===== src/rtl/core/scp_pkg.sv =====
// ----------------------------------------------------------------------------
// scp_pkg: shared types and constants of the stage cycle profiler
// Beat payloads, command and register codes, and the fixed scale factors.
// ----------------------------------------------------------------------------
package scp_pkg;

  // Commands carried in the command field of an input beat.
  localparam logic [2:0] CMD_END   = 3'd0;
  localparam logic [2:0] CMD_LOAD  = 3'd1;
  localparam logic [2:0] CMD_MAXUS = 3'd2;
  localparam logic [2:0] CMD_READ  = 3'd3;
  localparam logic [2:0] CMD_RESET = 3'd4;

  // Configuration register indexes.
  localparam int unsigned CFG_IDX_W = 2;
  localparam logic [CFG_IDX_W-1:0] CFG_CLOCK_HZ    = 2'd0;
  localparam logic [CFG_IDX_W-1:0] CFG_LOAD_FIRST  = 2'd1;
  localparam logic [CFG_IDX_W-1:0] CFG_LOAD_SECOND = 2'd2;
  localparam int unsigned CFG_DATA_W = 32;

  // Register reset values.
  localparam logic [31:0] CLOCK_HZ_RST    = 32'd480000000;
  localparam logic [3:0]  LOAD_FIRST_RST  = 4'd0;
  localparam logic [3:0]  LOAD_SECOND_RST = 4'd8;

  // Scale factors and the percent cap.
  localparam logic [6:0]  PCT_SCALE  = 7'd100;
  localparam logic [63:0] PCT_CAP    = 64'd100;
  localparam logic [19:0] USEC_SCALE = 20'd1000000;

  // The divider retires one quotient bit per cycle.
  localparam int unsigned DIV_STEPS = 64;

  typedef struct packed {
    logic [2:0]  command;
    logic [3:0]  stage;
    logic [31:0] start_stamp;
    logic [31:0] now_stamp;
  } in_item_t;

  typedef struct packed {
    logic [63:0] value;
    logic [31:0] call_count;
    logic [31:0] max_cycles;
    logic        status;
  } out_item_t;

  // One stage's counters as held in the counter RAM.
  typedef struct packed {
    logic [63:0] total;
    logic [31:0] calls;
    logic [31:0] peak;
  } entry_t;

endpackage


===== src/rtl/core/scp_ram.sv =====
// ----------------------------------------------------------------------------
// scp_ram: generic single-port-write, single-port-read RAM
// One write and one registered read per cycle; contents have no reset.
// ----------------------------------------------------------------------------
module scp_ram #(
  parameter int WIDTH = 128,
  parameter int DEPTH = 9,
  localparam int AW = (DEPTH > 1) ? $clog2(DEPTH) : 1
) (
  input  logic             clk_i,
  input  logic             we_i,
  input  logic [AW-1:0]    waddr_i,
  input  logic [WIDTH-1:0] wdata_i,
  input  logic [AW-1:0]    raddr_i,
  output logic [WIDTH-1:0] rdata_o
);

  logic [WIDTH-1:0] mem_q [DEPTH];
  logic [WIDTH-1:0] rdata_q;

  always_ff @(posedge clk_i) begin
    if (we_i) begin
      mem_q[waddr_i] <= wdata_i;
    end
    rdata_q <= mem_q[raddr_i];
  end

  assign rdata_o = rdata_q;

endmodule


===== src/rtl/core/stage_cycle_profiler_top.sv =====
// ----------------------------------------------------------------------------
// stage_cycle_profiler_top: per-stage cycle profiler with event counters
// Each input beat carries one command and produces exactly one result beat.
// An end command adds the elapsed time (now minus start, modulo 2^32) to the
// stage's 64-bit total, counts the call, tracks the stage maximum and feeds the
// load window when the stage is one of the two load stages. A load command
// returns the busy share of the window in percent (capped at 100, 0 for an
// empty window) and restarts the window; a max command returns the summed peaks
// of the two load stages in microseconds; a read command returns one stage's
// counters; a reset command clears the counters and the load window. The block
// works on one beat at a time and holds in_stall_o high until the result has
// been loaded into the output register, which then waits for the consumer while
// the next beat is taken. End and read results wait on one registered counter
// RAM read. Load and max results (for a non-empty window or nonzero clock rate)
// come from the shared 64-step bit-serial restoring divider, which retires one
// quotient bit per cycle; max adds two RAM reads and a register stage for the
// microsecond scaling. Counter reset is immediate: a valid bit per stage marks
// which RAM entries hold data, so there is no clearing pass.
// ----------------------------------------------------------------------------
module stage_cycle_profiler_top #(
  parameter int STAGE_COUNT = 9
) (
  input  logic                                 clk_i,
  input  logic                                 rst_ni,
  // Configuration write port.
  input  logic                                 cfg_we_i,
  input  logic [scp_pkg::CFG_IDX_W-1:0]        cfg_index_i,
  input  logic [scp_pkg::CFG_DATA_W-1:0]       cfg_data_i,
  // Command channel.
  input  logic                                 in_valid_i,
  output logic                                 in_stall_o,
  input  scp_pkg::in_item_t                    in_data_i,
  // Result channel.
  output logic                                 out_valid_o,
  input  logic                                 out_stall_i,
  output scp_pkg::out_item_t                   out_data_o
);

  import scp_pkg::*;

  // Address width of the counter RAM, and a width that can hold both any
  // 4-bit stage field and the stage count for range checks.
  localparam int AW     = (STAGE_COUNT > 1) ? $clog2(STAGE_COUNT) : 1;
  localparam int XW     = AW + 4;
  localparam int VN     = 1 << AW;
  localparam int CNT_W  = $clog2(DIV_STEPS);
  localparam int EW     = $bits(entry_t);

  // Sequencer states.
  localparam logic [2:0] S_IDLE = 3'd0;
  localparam logic [2:0] S_RD   = 3'd1;
  localparam logic [2:0] S_MX2  = 3'd2;
  localparam logic [2:0] S_MX3  = 3'd3;
  localparam logic [2:0] S_MUL  = 3'd4;
  localparam logic [2:0] S_DIV  = 3'd5;
  localparam logic [2:0] S_DONE = 3'd6;

  // Control state, set to its reset values by reset.
  logic [2:0]    state_q, state_d;
  logic [31:0]   clk_hz_q, clk_hz_d;
  logic [3:0]    first_q, first_d;
  logic [3:0]    second_q, second_d;
  logic [31:0]   busy_q, busy_d;
  logic [31:0]   wstart_q, wstart_d;
  logic [VN-1:0] vld_q, vld_d;
  logic          out_valid_q, out_valid_d;

  // Working payload registers.
  logic [3:0]       stage_q, stage_d;
  logic             is_end_q, is_end_d;
  logic             div_load_q, div_load_d;
  logic [31:0]      elap_q, elap_d;
  logic [31:0]      peak1_q, peak1_d;
  logic [32:0]      cyc_q, cyc_d;
  logic [63:0]      div_n_q, div_n_d;
  logic [31:0]      div_r_q, div_r_d;
  logic [31:0]      div_d_q, div_d_d;
  logic [CNT_W-1:0] cnt_q, cnt_d;
  out_item_t        res_q, res_d;
  out_item_t        out_q, out_d;

  // Combinational helpers.
  logic          in_accept;
  logic [XW-1:0] in_stage_x, stage_x, first_x, second_x;
  logic          in_stage_ok, first_ok, second_ok;
  logic [AW-1:0] stage_addr, first_addr, second_addr;
  logic [31:0]   window;
  logic [38:0]   busy_x100;
  logic [52:0]   usec_prod;
  logic [32:0]   rem_sh;
  logic          q_bit;
  logic [63:0]   quot;
  logic          load_hit;

  // Counter RAM port signals.
  logic          ram_we;
  logic [AW-1:0] ram_raddr;
  entry_t        ram_rdata, ram_wdata, cur_entry;
  logic [EW-1:0] ram_rdata_raw;

  assign in_accept = in_valid_i && !in_stall_o;

  assign in_stage_x  = XW'(in_data_i.stage);
  assign stage_x     = XW'(stage_q);
  assign first_x     = XW'(first_q);
  assign second_x    = XW'(second_q);
  assign in_stage_ok = in_stage_x < XW'(STAGE_COUNT);
  assign first_ok    = first_x < XW'(STAGE_COUNT);
  assign second_ok   = second_x < XW'(STAGE_COUNT);
  assign stage_addr  = stage_x[AW-1:0];
  assign first_addr  = first_x[AW-1:0];
  assign second_addr = second_x[AW-1:0];

  assign window    = in_data_i.now_stamp - wstart_q;
  assign busy_x100 = 39'(busy_q) * 39'(PCT_SCALE);
  assign usec_prod = 53'(cyc_q) * 53'(USEC_SCALE);

  // One restoring division step: shift in the next dividend bit and subtract
  // the divisor when it fits. The quotient bit shifts into the dividend word.
  assign rem_sh = {div_r_q, div_n_q[63]};
  assign q_bit  = rem_sh >= {1'b0, div_d_q};
  assign quot   = {div_n_q[62:0], q_bit};

  // The read address is chosen while idle for the arriving beat, and in the
  // S_MX2 state for the second load stage.
  always_comb begin
    if (state_q == S_MX2) begin
      ram_raddr = second_addr;
    end else if (in_data_i.command == CMD_MAXUS) begin
      ram_raddr = first_addr;
    end else begin
      ram_raddr = in_stage_x[AW-1:0];
    end
  end

  assign ram_rdata = entry_t'(ram_rdata_raw);
  assign cur_entry = vld_q[stage_addr] ? ram_rdata : '0;
  assign load_hit  = (stage_q == first_q) || (stage_q == second_q);

  always_comb begin
    ram_wdata       = cur_entry;
    ram_wdata.total = cur_entry.total + 64'(elap_q);
    ram_wdata.calls = cur_entry.calls + 32'd1;
    ram_wdata.peak  = (elap_q > cur_entry.peak) ? elap_q : cur_entry.peak;
  end

  assign ram_we = (state_q == S_RD) && is_end_q;

  scp_ram #(
    .WIDTH (EW),
    .DEPTH (STAGE_COUNT)
  ) u_scp_ram (
    .clk_i   (clk_i),
    .we_i    (ram_we),
    .waddr_i (stage_addr),
    .wdata_i (ram_wdata),
    .raddr_i (ram_raddr),
    .rdata_o (ram_rdata_raw)
  );

  always_comb begin
    state_d     = state_q;
    clk_hz_d    = clk_hz_q;
    first_d     = first_q;
    second_d    = second_q;
    busy_d      = busy_q;
    wstart_d    = wstart_q;
    vld_d       = vld_q;
    out_valid_d = out_valid_q && out_stall_i;
    stage_d     = stage_q;
    is_end_d    = is_end_q;
    div_load_d  = div_load_q;
    elap_d      = elap_q;
    peak1_d     = peak1_q;
    cyc_d       = cyc_q;
    div_n_d     = div_n_q;
    div_r_d     = div_r_q;
    div_d_d     = div_d_q;
    cnt_d       = cnt_q;
    res_d       = res_q;
    out_d       = out_q;

    // The user writes configuration only while idle; the block has no check.
    if (cfg_we_i) begin
      case (cfg_index_i)
        CFG_CLOCK_HZ:    clk_hz_d = cfg_data_i;
        CFG_LOAD_FIRST:  first_d  = cfg_data_i[3:0];
        CFG_LOAD_SECOND: second_d = cfg_data_i[3:0];
        default: ;
      endcase
    end

    case (state_q)
      S_IDLE: begin
        if (in_accept) begin
          res_d   = '0;
          state_d = S_DONE;
          case (in_data_i.command)
            CMD_END, CMD_READ: begin
              if (!in_stage_ok) begin
                res_d.status = 1'b1;
              end else begin
                stage_d  = in_data_i.stage;
                is_end_d = in_data_i.command == CMD_END;
                elap_d   = in_data_i.now_stamp - in_data_i.start_stamp;
                state_d  = S_RD;
              end
            end
            CMD_LOAD: begin
              busy_d   = '0;
              wstart_d = in_data_i.now_stamp;
              if (window != '0) begin
                div_n_d    = 64'(busy_x100);
                div_d_d    = window;
                div_r_d    = '0;
                cnt_d      = '0;
                div_load_d = 1'b1;
                state_d    = S_DIV;
              end
            end
            CMD_MAXUS: begin
              if (clk_hz_q != '0) begin
                div_load_d = 1'b0;
                state_d    = S_MX2;
              end
            end
            CMD_RESET: begin
              vld_d    = '0;
              busy_d   = '0;
              wstart_d = in_data_i.now_stamp;
            end
            default: ;
          endcase
        end
      end

      S_RD: begin
        res_d = '0;
        if (is_end_q) begin
          vld_d[stage_addr] = 1'b1;
          if (load_hit) begin
            busy_d = busy_q + elap_q;
          end
          res_d.value      = ram_wdata.total;
          res_d.call_count = ram_wdata.calls;
          res_d.max_cycles = ram_wdata.peak;
        end else begin
          res_d.value      = cur_entry.total;
          res_d.call_count = cur_entry.calls;
          res_d.max_cycles = cur_entry.peak;
        end
        state_d = S_DONE;
      end

      S_MX2: begin
        peak1_d = (first_ok && vld_q[first_addr]) ? ram_rdata.peak : '0;
        state_d = S_MX3;
      end

      S_MX3: begin
        if (second_ok && vld_q[second_addr]) begin
          cyc_d = {1'b0, peak1_q} + {1'b0, ram_rdata.peak};
        end else begin
          cyc_d = {1'b0, peak1_q};
        end
        state_d = S_MUL;
      end

      S_MUL: begin
        div_n_d = 64'(usec_prod);
        div_d_d = clk_hz_q;
        div_r_d = '0;
        cnt_d   = '0;
        state_d = S_DIV;
      end

      S_DIV: begin
        div_n_d = quot;
        div_r_d = q_bit ? 32'(rem_sh - {1'b0, div_d_q}) : rem_sh[31:0];
        cnt_d   = cnt_q + CNT_W'(1);
        if (cnt_q == CNT_W'(DIV_STEPS - 1)) begin
          res_d = '0;
          if (div_load_q && (quot > PCT_CAP)) begin
            res_d.value = PCT_CAP;
          end else begin
            res_d.value = quot;
          end
          state_d = S_DONE;
        end
      end

      S_DONE: begin
        // Hand the result over as soon as the output register is free.
        if (!out_valid_q || !out_stall_i) begin
          out_d       = res_q;
          out_valid_d = 1'b1;
          state_d     = S_IDLE;
        end
      end

      default: state_d = S_IDLE;
    endcase
  end

  always_ff @(posedge clk_i or negedge rst_ni) begin
    if (!rst_ni) begin
      state_q     <= S_IDLE;
      clk_hz_q    <= CLOCK_HZ_RST;
      first_q     <= LOAD_FIRST_RST;
      second_q    <= LOAD_SECOND_RST;
      busy_q      <= '0;
      wstart_q    <= '0;
      vld_q       <= '0;
      out_valid_q <= 1'b0;
    end else begin
      state_q     <= state_d;
      clk_hz_q    <= clk_hz_d;
      first_q     <= first_d;
      second_q    <= second_d;
      busy_q      <= busy_d;
      wstart_q    <= wstart_d;
      vld_q       <= vld_d;
      out_valid_q <= out_valid_d;
    end
  end

  always_ff @(posedge clk_i) begin
    stage_q    <= stage_d;
    is_end_q   <= is_end_d;
    div_load_q <= div_load_d;
    elap_q     <= elap_d;
    peak1_q    <= peak1_d;
    cyc_q      <= cyc_d;
    div_n_q    <= div_n_d;
    div_r_q    <= div_r_d;
    div_d_q    <= div_d_d;
    cnt_q      <= cnt_d;
    res_q      <= res_d;
    out_q      <= out_d;
  end

  assign in_stall_o  = state_q != S_IDLE;
  assign out_valid_o = out_valid_q;
  assign out_data_o  = out_q;

endmodule


===== config.mk =====
export PLATFORM = sky130hd
export DESIGN_NAME = stage_cycle_profiler_top
export DESIGN_NICKNAME = d
export VERILOG_FILES = /design/src/rtl/core/scp_pkg.sv /design/src/rtl/core/scp_ram.sv /design/src/rtl/core/stage_cycle_profiler_top.sv
export SDC_FILE = /design/constraint.sdc
export NUM_CORES = 2
export LEC_CHECK = 0
export ABC_CLOCK_PERIOD_IN_PS = 43700
export BUFFER_PORTS_ARGS = -buffer_cell sky130_fd_sc_hd__buf_2
export CORE_MARGIN = 5
export CORE_UTILIZATION = 51
export CTS_CLUSTER_DIAMETER = 50
export CTS_CLUSTER_SIZE = 28
export DETAILED_ROUTE_END_ITERATION = 8
export PLACE_DENSITY = 0.65
export SYNTH_ARGS = -nofsm -noshare
export SYNTH_HDL_FRONTEND = slang
export SYNTH_SLANG_ARGS = --single-unit

===== constraint.sdc =====
create_clock -name clk_i -period 43.7 [get_ports clk_i]
set_input_delay 8.74 -clock clk_i [delete_from_list [all_inputs] [get_ports clk_i]]
set_output_delay 8.74 -clock clk_i [all_outputs]
set_load 0.005 [all_outputs]

[Word level (Yosys, flattened, before mapping)]
Memories as Yosys holds them, arrays and structs flattened. A register that Yosys moved wholly into a read port is not among the register bits.
Index checks and enable logic that the tools add are counted.
Storage, ports and cells
  bits in registers: 619
  RAM bits: 1152
  input bits: 110
  output and inout bits: 131
  logic and storage cells: 174
  memories kept: 1
Cells by class
  $add $sub $neg: 8
  $mul: 2
  order comparisons: 10
  eq/ne operators: 26
  mux-type cells: 61
  bitwise operators: 1
  reductions and logical operators: 38
Memories
  u_scp_ram.mem_q: depth 9, width 128, rd ports 1, clocked after memory_dff 1, write ports 1, RTL line scp_ram.sv:18  | logic [WIDTH-1:0] mem_q [DEPTH];
Operators by type and width (number)
  two-way mux 32 bit: 13
  case mux 129 bit (3 select lines): 1
  two-way mux 129 bit: 2
  two-way mux 128 bit: 2
  two-way mux 64 bit: 4
  case mux 64 bit (3 select lines): 1
  case mux 32 bit (2 select lines): 2
  case mux 32 bit (3 select lines): 1
  subtractor 32 bit: 3
  adder 64 x 32 -> 64 bit: 1
  > comparator 64 x 7 -> 1 bit (second input constant): 1
  nonzero test 32 bit: 2
  two-way mux 16 bit: 3
  multiplier 33 x 14 -> 47 bit (second input constant): 1
  multiplier 32 x 5 -> 37 bit (second input constant): 1
  adder 32 x 32 -> 33 bit: 1
  greater-or-equal comparator 33 x 32 -> 1 bit: 1
  adder 32 x 1 -> 32 bit (second input constant): 1
  adder 32 bit: 1
  > comparator 32 bit: 1
  case mux 16 bit (2 select lines): 1
  case mux 3 bit (7 select lines): 1
  two-way mux 6 bit: 3
  case mux 6 bit (3 select lines): 1
  other kinds (34): 97

[Logic depth before layout (Yosys ltp)]
  word-level depth: 7
  gate-level depth with buffers: 23
  gate-level depth less buffers: 22

[Modules after synthesis]
From an unflattened synthesis, not the netlist that was laid out.
Unflattened totals
  cell total of the unflattened synthesis: 7399
  area, all modules: 95878.2 um^2
By module, submodules not included
  stage_cycle_profiler_top: times used 1, cells each 4935, area each 48456.5 um^2, seq. area each 17981.0 um^2
  scp_ram: times used 1, cells each 2464, area each 47421.7 um^2, seq. area each 37155.6 um^2

[Worst setup path before layout]
OpenSTA, ideal clock, no wires.
  path type: input to register
  start point: in in_data_i[0] in the netlist's numbering
  end point: reg cnt_q[0], enable pin
  library setup time: 0.714 ns
  arrival: 18.505 ns
  data required time: 42.986 ns
  slack: 24.481 ns
  stages: 14
  buffers on the path: 0
  path through: inv_1 > ha_1 > fa_1 > nand2b_1 > a211oi_1 > o211ai_1 > a21oi_1 > a21boi_0 > mux2_2 > nor3_1 > nand4_1 > or4_1 > nor3_1 > a211oi_1
On the way
  longest elaborated chain between the ends: 4
Ends and longest elaborated chain
  start: declaration: RTL line stage_cycle_profiler_top.sv:32  | input scp_pkg::in_item_t in_data_i,
  subtractor 32 bit: RTL line stage_cycle_profiler_top.sv:114  | assign window = in_data_i.now_stamp - wstart_q;
  nonzero test 32 bit: RTL line stage_cycle_profiler_top.sv:212  | if (window != '0) begin
  inequality test 2 bit (no line)
  AND reduction 4 bit (no line)
  end signal: assignment: RTL line stage_cycle_profiler_top.sv:337  | cnt_q <= cnt_d;
  end: declaration: RTL line stage_cycle_profiler_top.sv:78  | logic [CNT_W-1:0] cnt_q, cnt_d;
No other way between the ends.
A chain may end at the register's enable or synchronous reset.

[Worst setup path in the final report]
  start point: in in_data_i[0] in the netlist's numbering
  end point: reg div_n_q[33], enable pin
On the way
  longest elaborated chain between the ends: 4
Ends and longest elaborated chain
  subtractor 32 bit: RTL line stage_cycle_profiler_top.sv:114
  nonzero test 32 bit: RTL line stage_cycle_profiler_top.sv:212
  inequality test 2 bit (no line)
  AND reduction 4 bit (no line)
  end signal: assignment: RTL line stage_cycle_profiler_top.sv:334  | div_n_q <= div_n_d;
  end: declaration: RTL line stage_cycle_profiler_top.sv:75  | logic [63:0] div_n_q, div_n_d;
No other way between the ends.

==> flow_metrics.env <==
export IMPL_setup_tns_ns=0
export IMPL_final_layout_size_suffix_gt1_frac=0.139
export IMPL_power_switching_share=0.264
export IMPL_die_width_um=441
export IMPL_dieHeight_um=441
export IMPL_synth_top_family_by_area="adder cells"
export IMPL_gate_family_responsible_for_the_most_delay_along_the_worst_path="simple AND/OR/NAND/NOR gates"
export IMPL_type_of_element_launching_the_critical_path="input pin"
export IMPL_synth_enable_flop_cells=1647
export IMPL_hold_class="register to register"
export IMPL_clkSinkCount=1899
export IMPL_area_growth_synth_to_final_pct=10.9
export IMPL_netlist_instances=7048
export IMPL_grt_pass1_vias=57858
export IMPL_syn_area_um2=94600
export IMPL_num_vias=59067
export IMPL_cts_reportedPaths_clkPinSlew_ns=0.09
export IMPL_timing_fmax_mhz=75.1
export IMPL_cell_internal_pwr_mw=3.01
export IMPL_cts_tree="yes"
export IMPL_post_synth_fa_ha_maj_area_fraction=0.100
export IMPL_synth_top_cells_by_count="sky130_fd_sc_hd__edfxtp_1 (1647), sky130_fd_sc_hd__nand2_1 (651), sky130_fd_sc_hd__inv_1 (511)"
export IMPL_worst_hold_slack_ns=0.385
export IMPL_worst_endpoint_required_ns=44.12
export IMPL_count_of_cell_instances_traversed_by_the_critical_path=16
export IMPL_grt_antenna_before_repair=19
export IMPL_htreeDepth=4
export IMPL_die_area_um2=194000
export IMPL_clock_root_buffer="sky130_fd_sc_hd__clkbuf_16"
export IMPL_synthDominantAreaCellType="sky130_fd_sc_hd__edfxtp_1"
export IMPL_critical_path_peak_fanout=68
export IMPL_clock_skew_ns=0.0466
export IMPL_ios=241
export IMPL_cts_buffers=158
export IMPL_worstMarginPinSlew_ns=1.19
export IMPL_fin_crit_ns=13.31
export IMPL_synth_nets=7811
export IMPL_setup_worst_path_start="in_data_i[0]"
export IMPL_netlist_area_leader_share=0.523
export IMPL_reg2reg_to="res_q[111]"
export IMPL_worstPathBufferInverterCount=3
export IMPL_fillerInstances=14825
export IMPL_grt_overflow_total=0
export IMPL_cts_hold_fix_buffers=0
export IMPL_maxSlewHeadroom=0.204
export IMPL_cell_with_the_largest_stage_delay_on_the_worst_path="sky130_fd_sc_hd__nor3_1"
export IMPL_category_of_the_critical_setup_timing_path="input pin to register"
export IMPL_cellPowerDensity_nw_per_um2=39.0
export IMPL_run_status="finished, final reports clean"
export IMPL_synth_most_common_cell="sky130_fd_sc_hd__edfxtp_1"
export IMPL_cts_max_path_buffers=3
export IMPL_synthFlopType="sky130_fd_sc_hd__edfxtp_1"
export IMPL_regToRegSetupSlack_ns=35.62
export IMPL_setup_repair_after_global_routing_missed_its_margin="no"
export IMPL_power_combinational_fraction=0.104
export IMPL_peakVddDrop_uv=31.4
export IMPL_crit_arrival_ns=13.73
export IMPL_asyncSetResetFlopFracSynth=0.0653
export IMPL_timing_rr_start="stage_addr[0]"
export IMPL_setup_viol=0
export IMPL_synth_seq_cells=1899
export IMPL_reg2reg_depth=16
export IMPL_synth_top_cells_by_area="sky130_fd_sc_hd__edfxtp_1 (52%), sky130_fd_sc_hd__ha_1 (6.3%), sky130_fd_sc_hd__mux4_2 (6.3%)"
export IMPL_residual_drc_count=0
export IMPL_total_leakage_power_nw=38.6
export IMPL_critPathCaptureType="register"
export IMPL_seqCellArea_um2=55100
export IMPL_coreArea_um2=185000
export IMPL_min_period_over_period=0.305
export IMPL_seq_area_frac_synth=0.583
export IMPL_drt_pass1_iter_count=5
export IMPL_place_detailed_hpwl_um=173000
export IMPL_grt_max_degree=156
export IMPL_worstSkewPairLatency_ns=0.85
export IMPL_p_sw_mw=1.08
export IMPL_globalRouteTotalUtil=0.265
export IMPL_gp_routability_congestion=0.958
export IMPL_compound_cell_area_share_of_the_yosys_netlist=0.0808
export IMPL_timing_hold_worst_start="res_q[4]"
export IMPL_via_per_inst=5.96
export IMPL_yosys_mux_area_fraction=0.0935
export IMPL_multi_input_area_um2=36700
export IMPL_report_final_hold_viol_count=0
export IMPL_synth_distinct_cells=96
export IMPL_post_route_worst_setup_slack_ns=30.39
export IMPL_post_dr_wirelength_cell_um=26.1
export IMPL_antenna_left=0
export IMPL_io_buffers=240
export IMPL_cp_cell_instances="buf_2 -> inv_1 -> ha_1 -> fa_1 -> nand2b_1 -> a211oi_1 -> o211ai_1 -> a21oi_1 -> a21boi_0 -> xnor2_1 -> nor4bb_1 -> nand4b_1 -> or4_1 -> nor3_1 -> a211oi_4 -> buf_4"
export IMPL_row_count=158
export IMPL_grt_first_pass_wirelength_um=379000
export IMPL_synthSimpleGateAreaFrac=0.0793
export IMPL_yosys_area_share_xor_xnor=0.0319
export IMPL_postRouteWirelength_um=258000
export IMPL_max_incr_delay_on_cp_ns=0.61
export IMPL_syn_area_per_cell_um2=13.4
export IMPL_dr_first_iter_drc_count=6132
export IMPL_floorplan_initialDensity=0.511
export IMPL_post_cts_resize_count=0
export IMPL_design_final_nets=8048
export IMPL_maxCapViolations=0
export IMPL_clock_power_share=0.383
export IMPL_p_seq_frac=0.513
export IMPL_critPathCapture="div_n_q[33]"
export IMPL_slew_violations=0
export IMPL_yosysWarningCount=0
export IMPL_cts_setup_buffers=0
export IMPL_pre_cts_slack_ns=29.78
flip-flops by register name, indices dropped and copies added, names as in the netlist, 4 cells and up:
name / count
busy_q: 32
clk_hz_q: 32
cnt_q: 6
cyc_q: 33
div_d_q: 32
div_n_q: 64
div_r_q: 32
elap_q: 32
first_addr: 4
out_data_o: 129
peak1_q: 32
res_q: 129
second_addr: 4
stage_addr: 4
u_scp_ram.mem_q: 1152
u_scp_ram.rdata_o: 128
vld_q: 16
wstart_q: 32
layout make-up:
| type | count | area share |
|---|---|---|
| Inverter | 512 | 0.0183 |
| Sequential cell | 1899 | 0.526 |
| Timing Repair Buffer | 336 | 0.0197 |
| Clock inverter | 126 | 0.0171 |
| Tap cell | 2480 | 0.0296 |
| Multi-Input combinational cell | 4378 | 0.350 |
| Antenna cell | 16 | 0.000382 |
| Clock buffer | 168 | 0.0390 |
cell usage in the layout, fill, tap and decap left out, types with 43 or more instances in the layout:
| master | n |
|---|---|
| sky130_fd_sc_hd__xnor2_1 | 207 |
| sky130_fd_sc_hd__mux4_2 | 263 |
| sky130_fd_sc_hd__edfxtp_1 | 1647 |
| sky130_fd_sc_hd__o21ai_0 | 444 |
| sky130_fd_sc_hd__o21a_1 | 64 |
| sky130_fd_sc_hd__buf_4 | 86 |
| sky130_fd_sc_hd__a21o_1 | 131 |
| sky130_fd_sc_hd__dfxtp_1 | 128 |
| sky130_fd_sc_hd__and3_1 | 56 |
| sky130_fd_sc_hd__mux2i_1 | 226 |
| sky130_fd_sc_hd__mux2_2 | 54 |
| sky130_fd_sc_hd__a21oi_1 | 251 |
| sky130_fd_sc_hd__nor2_1 | 301 |
| sky130_fd_sc_hd__nand3_1 | 139 |
| sky130_fd_sc_hd__fa_1 | 173 |
| sky130_fd_sc_hd__inv_1 | 511 |
| sky130_fd_sc_hd__buf_2 | 239 |
| sky130_fd_sc_hd__clkbuf_16 | 161 |
| sky130_fd_sc_hd__nand4_1 | 55 |
| sky130_fd_sc_hd__nand2b_1 | 43 |
| sky130_fd_sc_hd__xor2_1 | 137 |
| sky130_fd_sc_hd__nor3_1 | 76 |
| sky130_fd_sc_hd__dfrtp_1 | 112 |
| sky130_fd_sc_hd__a211oi_1 | 46 |
| sky130_fd_sc_hd__and2_1 | 91 |
| sky130_fd_sc_hd__ha_1 | 480 |
| sky130_fd_sc_hd__nand2_1 | 648 |
routing by layer:
| metal | track usage | part of all wire | vias to the layer above |
|---|---|---|---|
| met2 | 0.416 | 0.46 | 2238 |
| met4 | 0.101 | 0.042 | 2 |
| met1 | 0.371 | 0.42 | 29838 |
| met5 | 0 | 0.000066 | - |
| met3 | 0.0475 | 0.074 | 366 |
| li1 | - | - | 26623 |
through the flow:
step | util | std cells | power, mW | cell area [µm²]
after floorplan | - | 7048 | 2.40 | 94600
after global placement | 0.535 | 9605 | 2.55 | 98900
after detailed placement | 0.535 | 9605 | 2.56 | 98900
after CTS | 0.566 | 9899 | 4.11 | 105000
after global routing | 0.566 | 9901 | 4.24 | 105000
final | 0.567 | 9915 | 4.09 | 105000
worst min path at each step:
stage,end,depth (start not counted)
3_5_place_dp,out_data_o[14],0
6_report,out_data_o[4],0
4_1_cts,out_data_o[4],0
5_1_grt,out_data_o[14],0
3_3_place_gp,out_data_o[93],0
2_1_floorplan,out_data_o[0],0
power by group through the flow:
stage	combinational [mW]	sequential, mW	clock (mW)
2_1_floorplan	0.313	2.09	0
3_3_place_gp	0.415	2.14	0
3_5_place_dp	0.422	2.14	0
4_1_cts	0.424	2.10	1.59
5_1_grt	0.467	2.10	1.67
6_report	0.426	2.10	1.57
cell families after synthesis:
family | after synthesis
AO/OA/AOI/OAI | 1229
adder cells (fa/ha/maj) | 653
AND/OR/NAND/NOR | 1607
buffers and inverters | 771
XOR/XNOR | 344
flip-flops | 1899
multiplexers | 545
(Power assumes the default switching activity.)
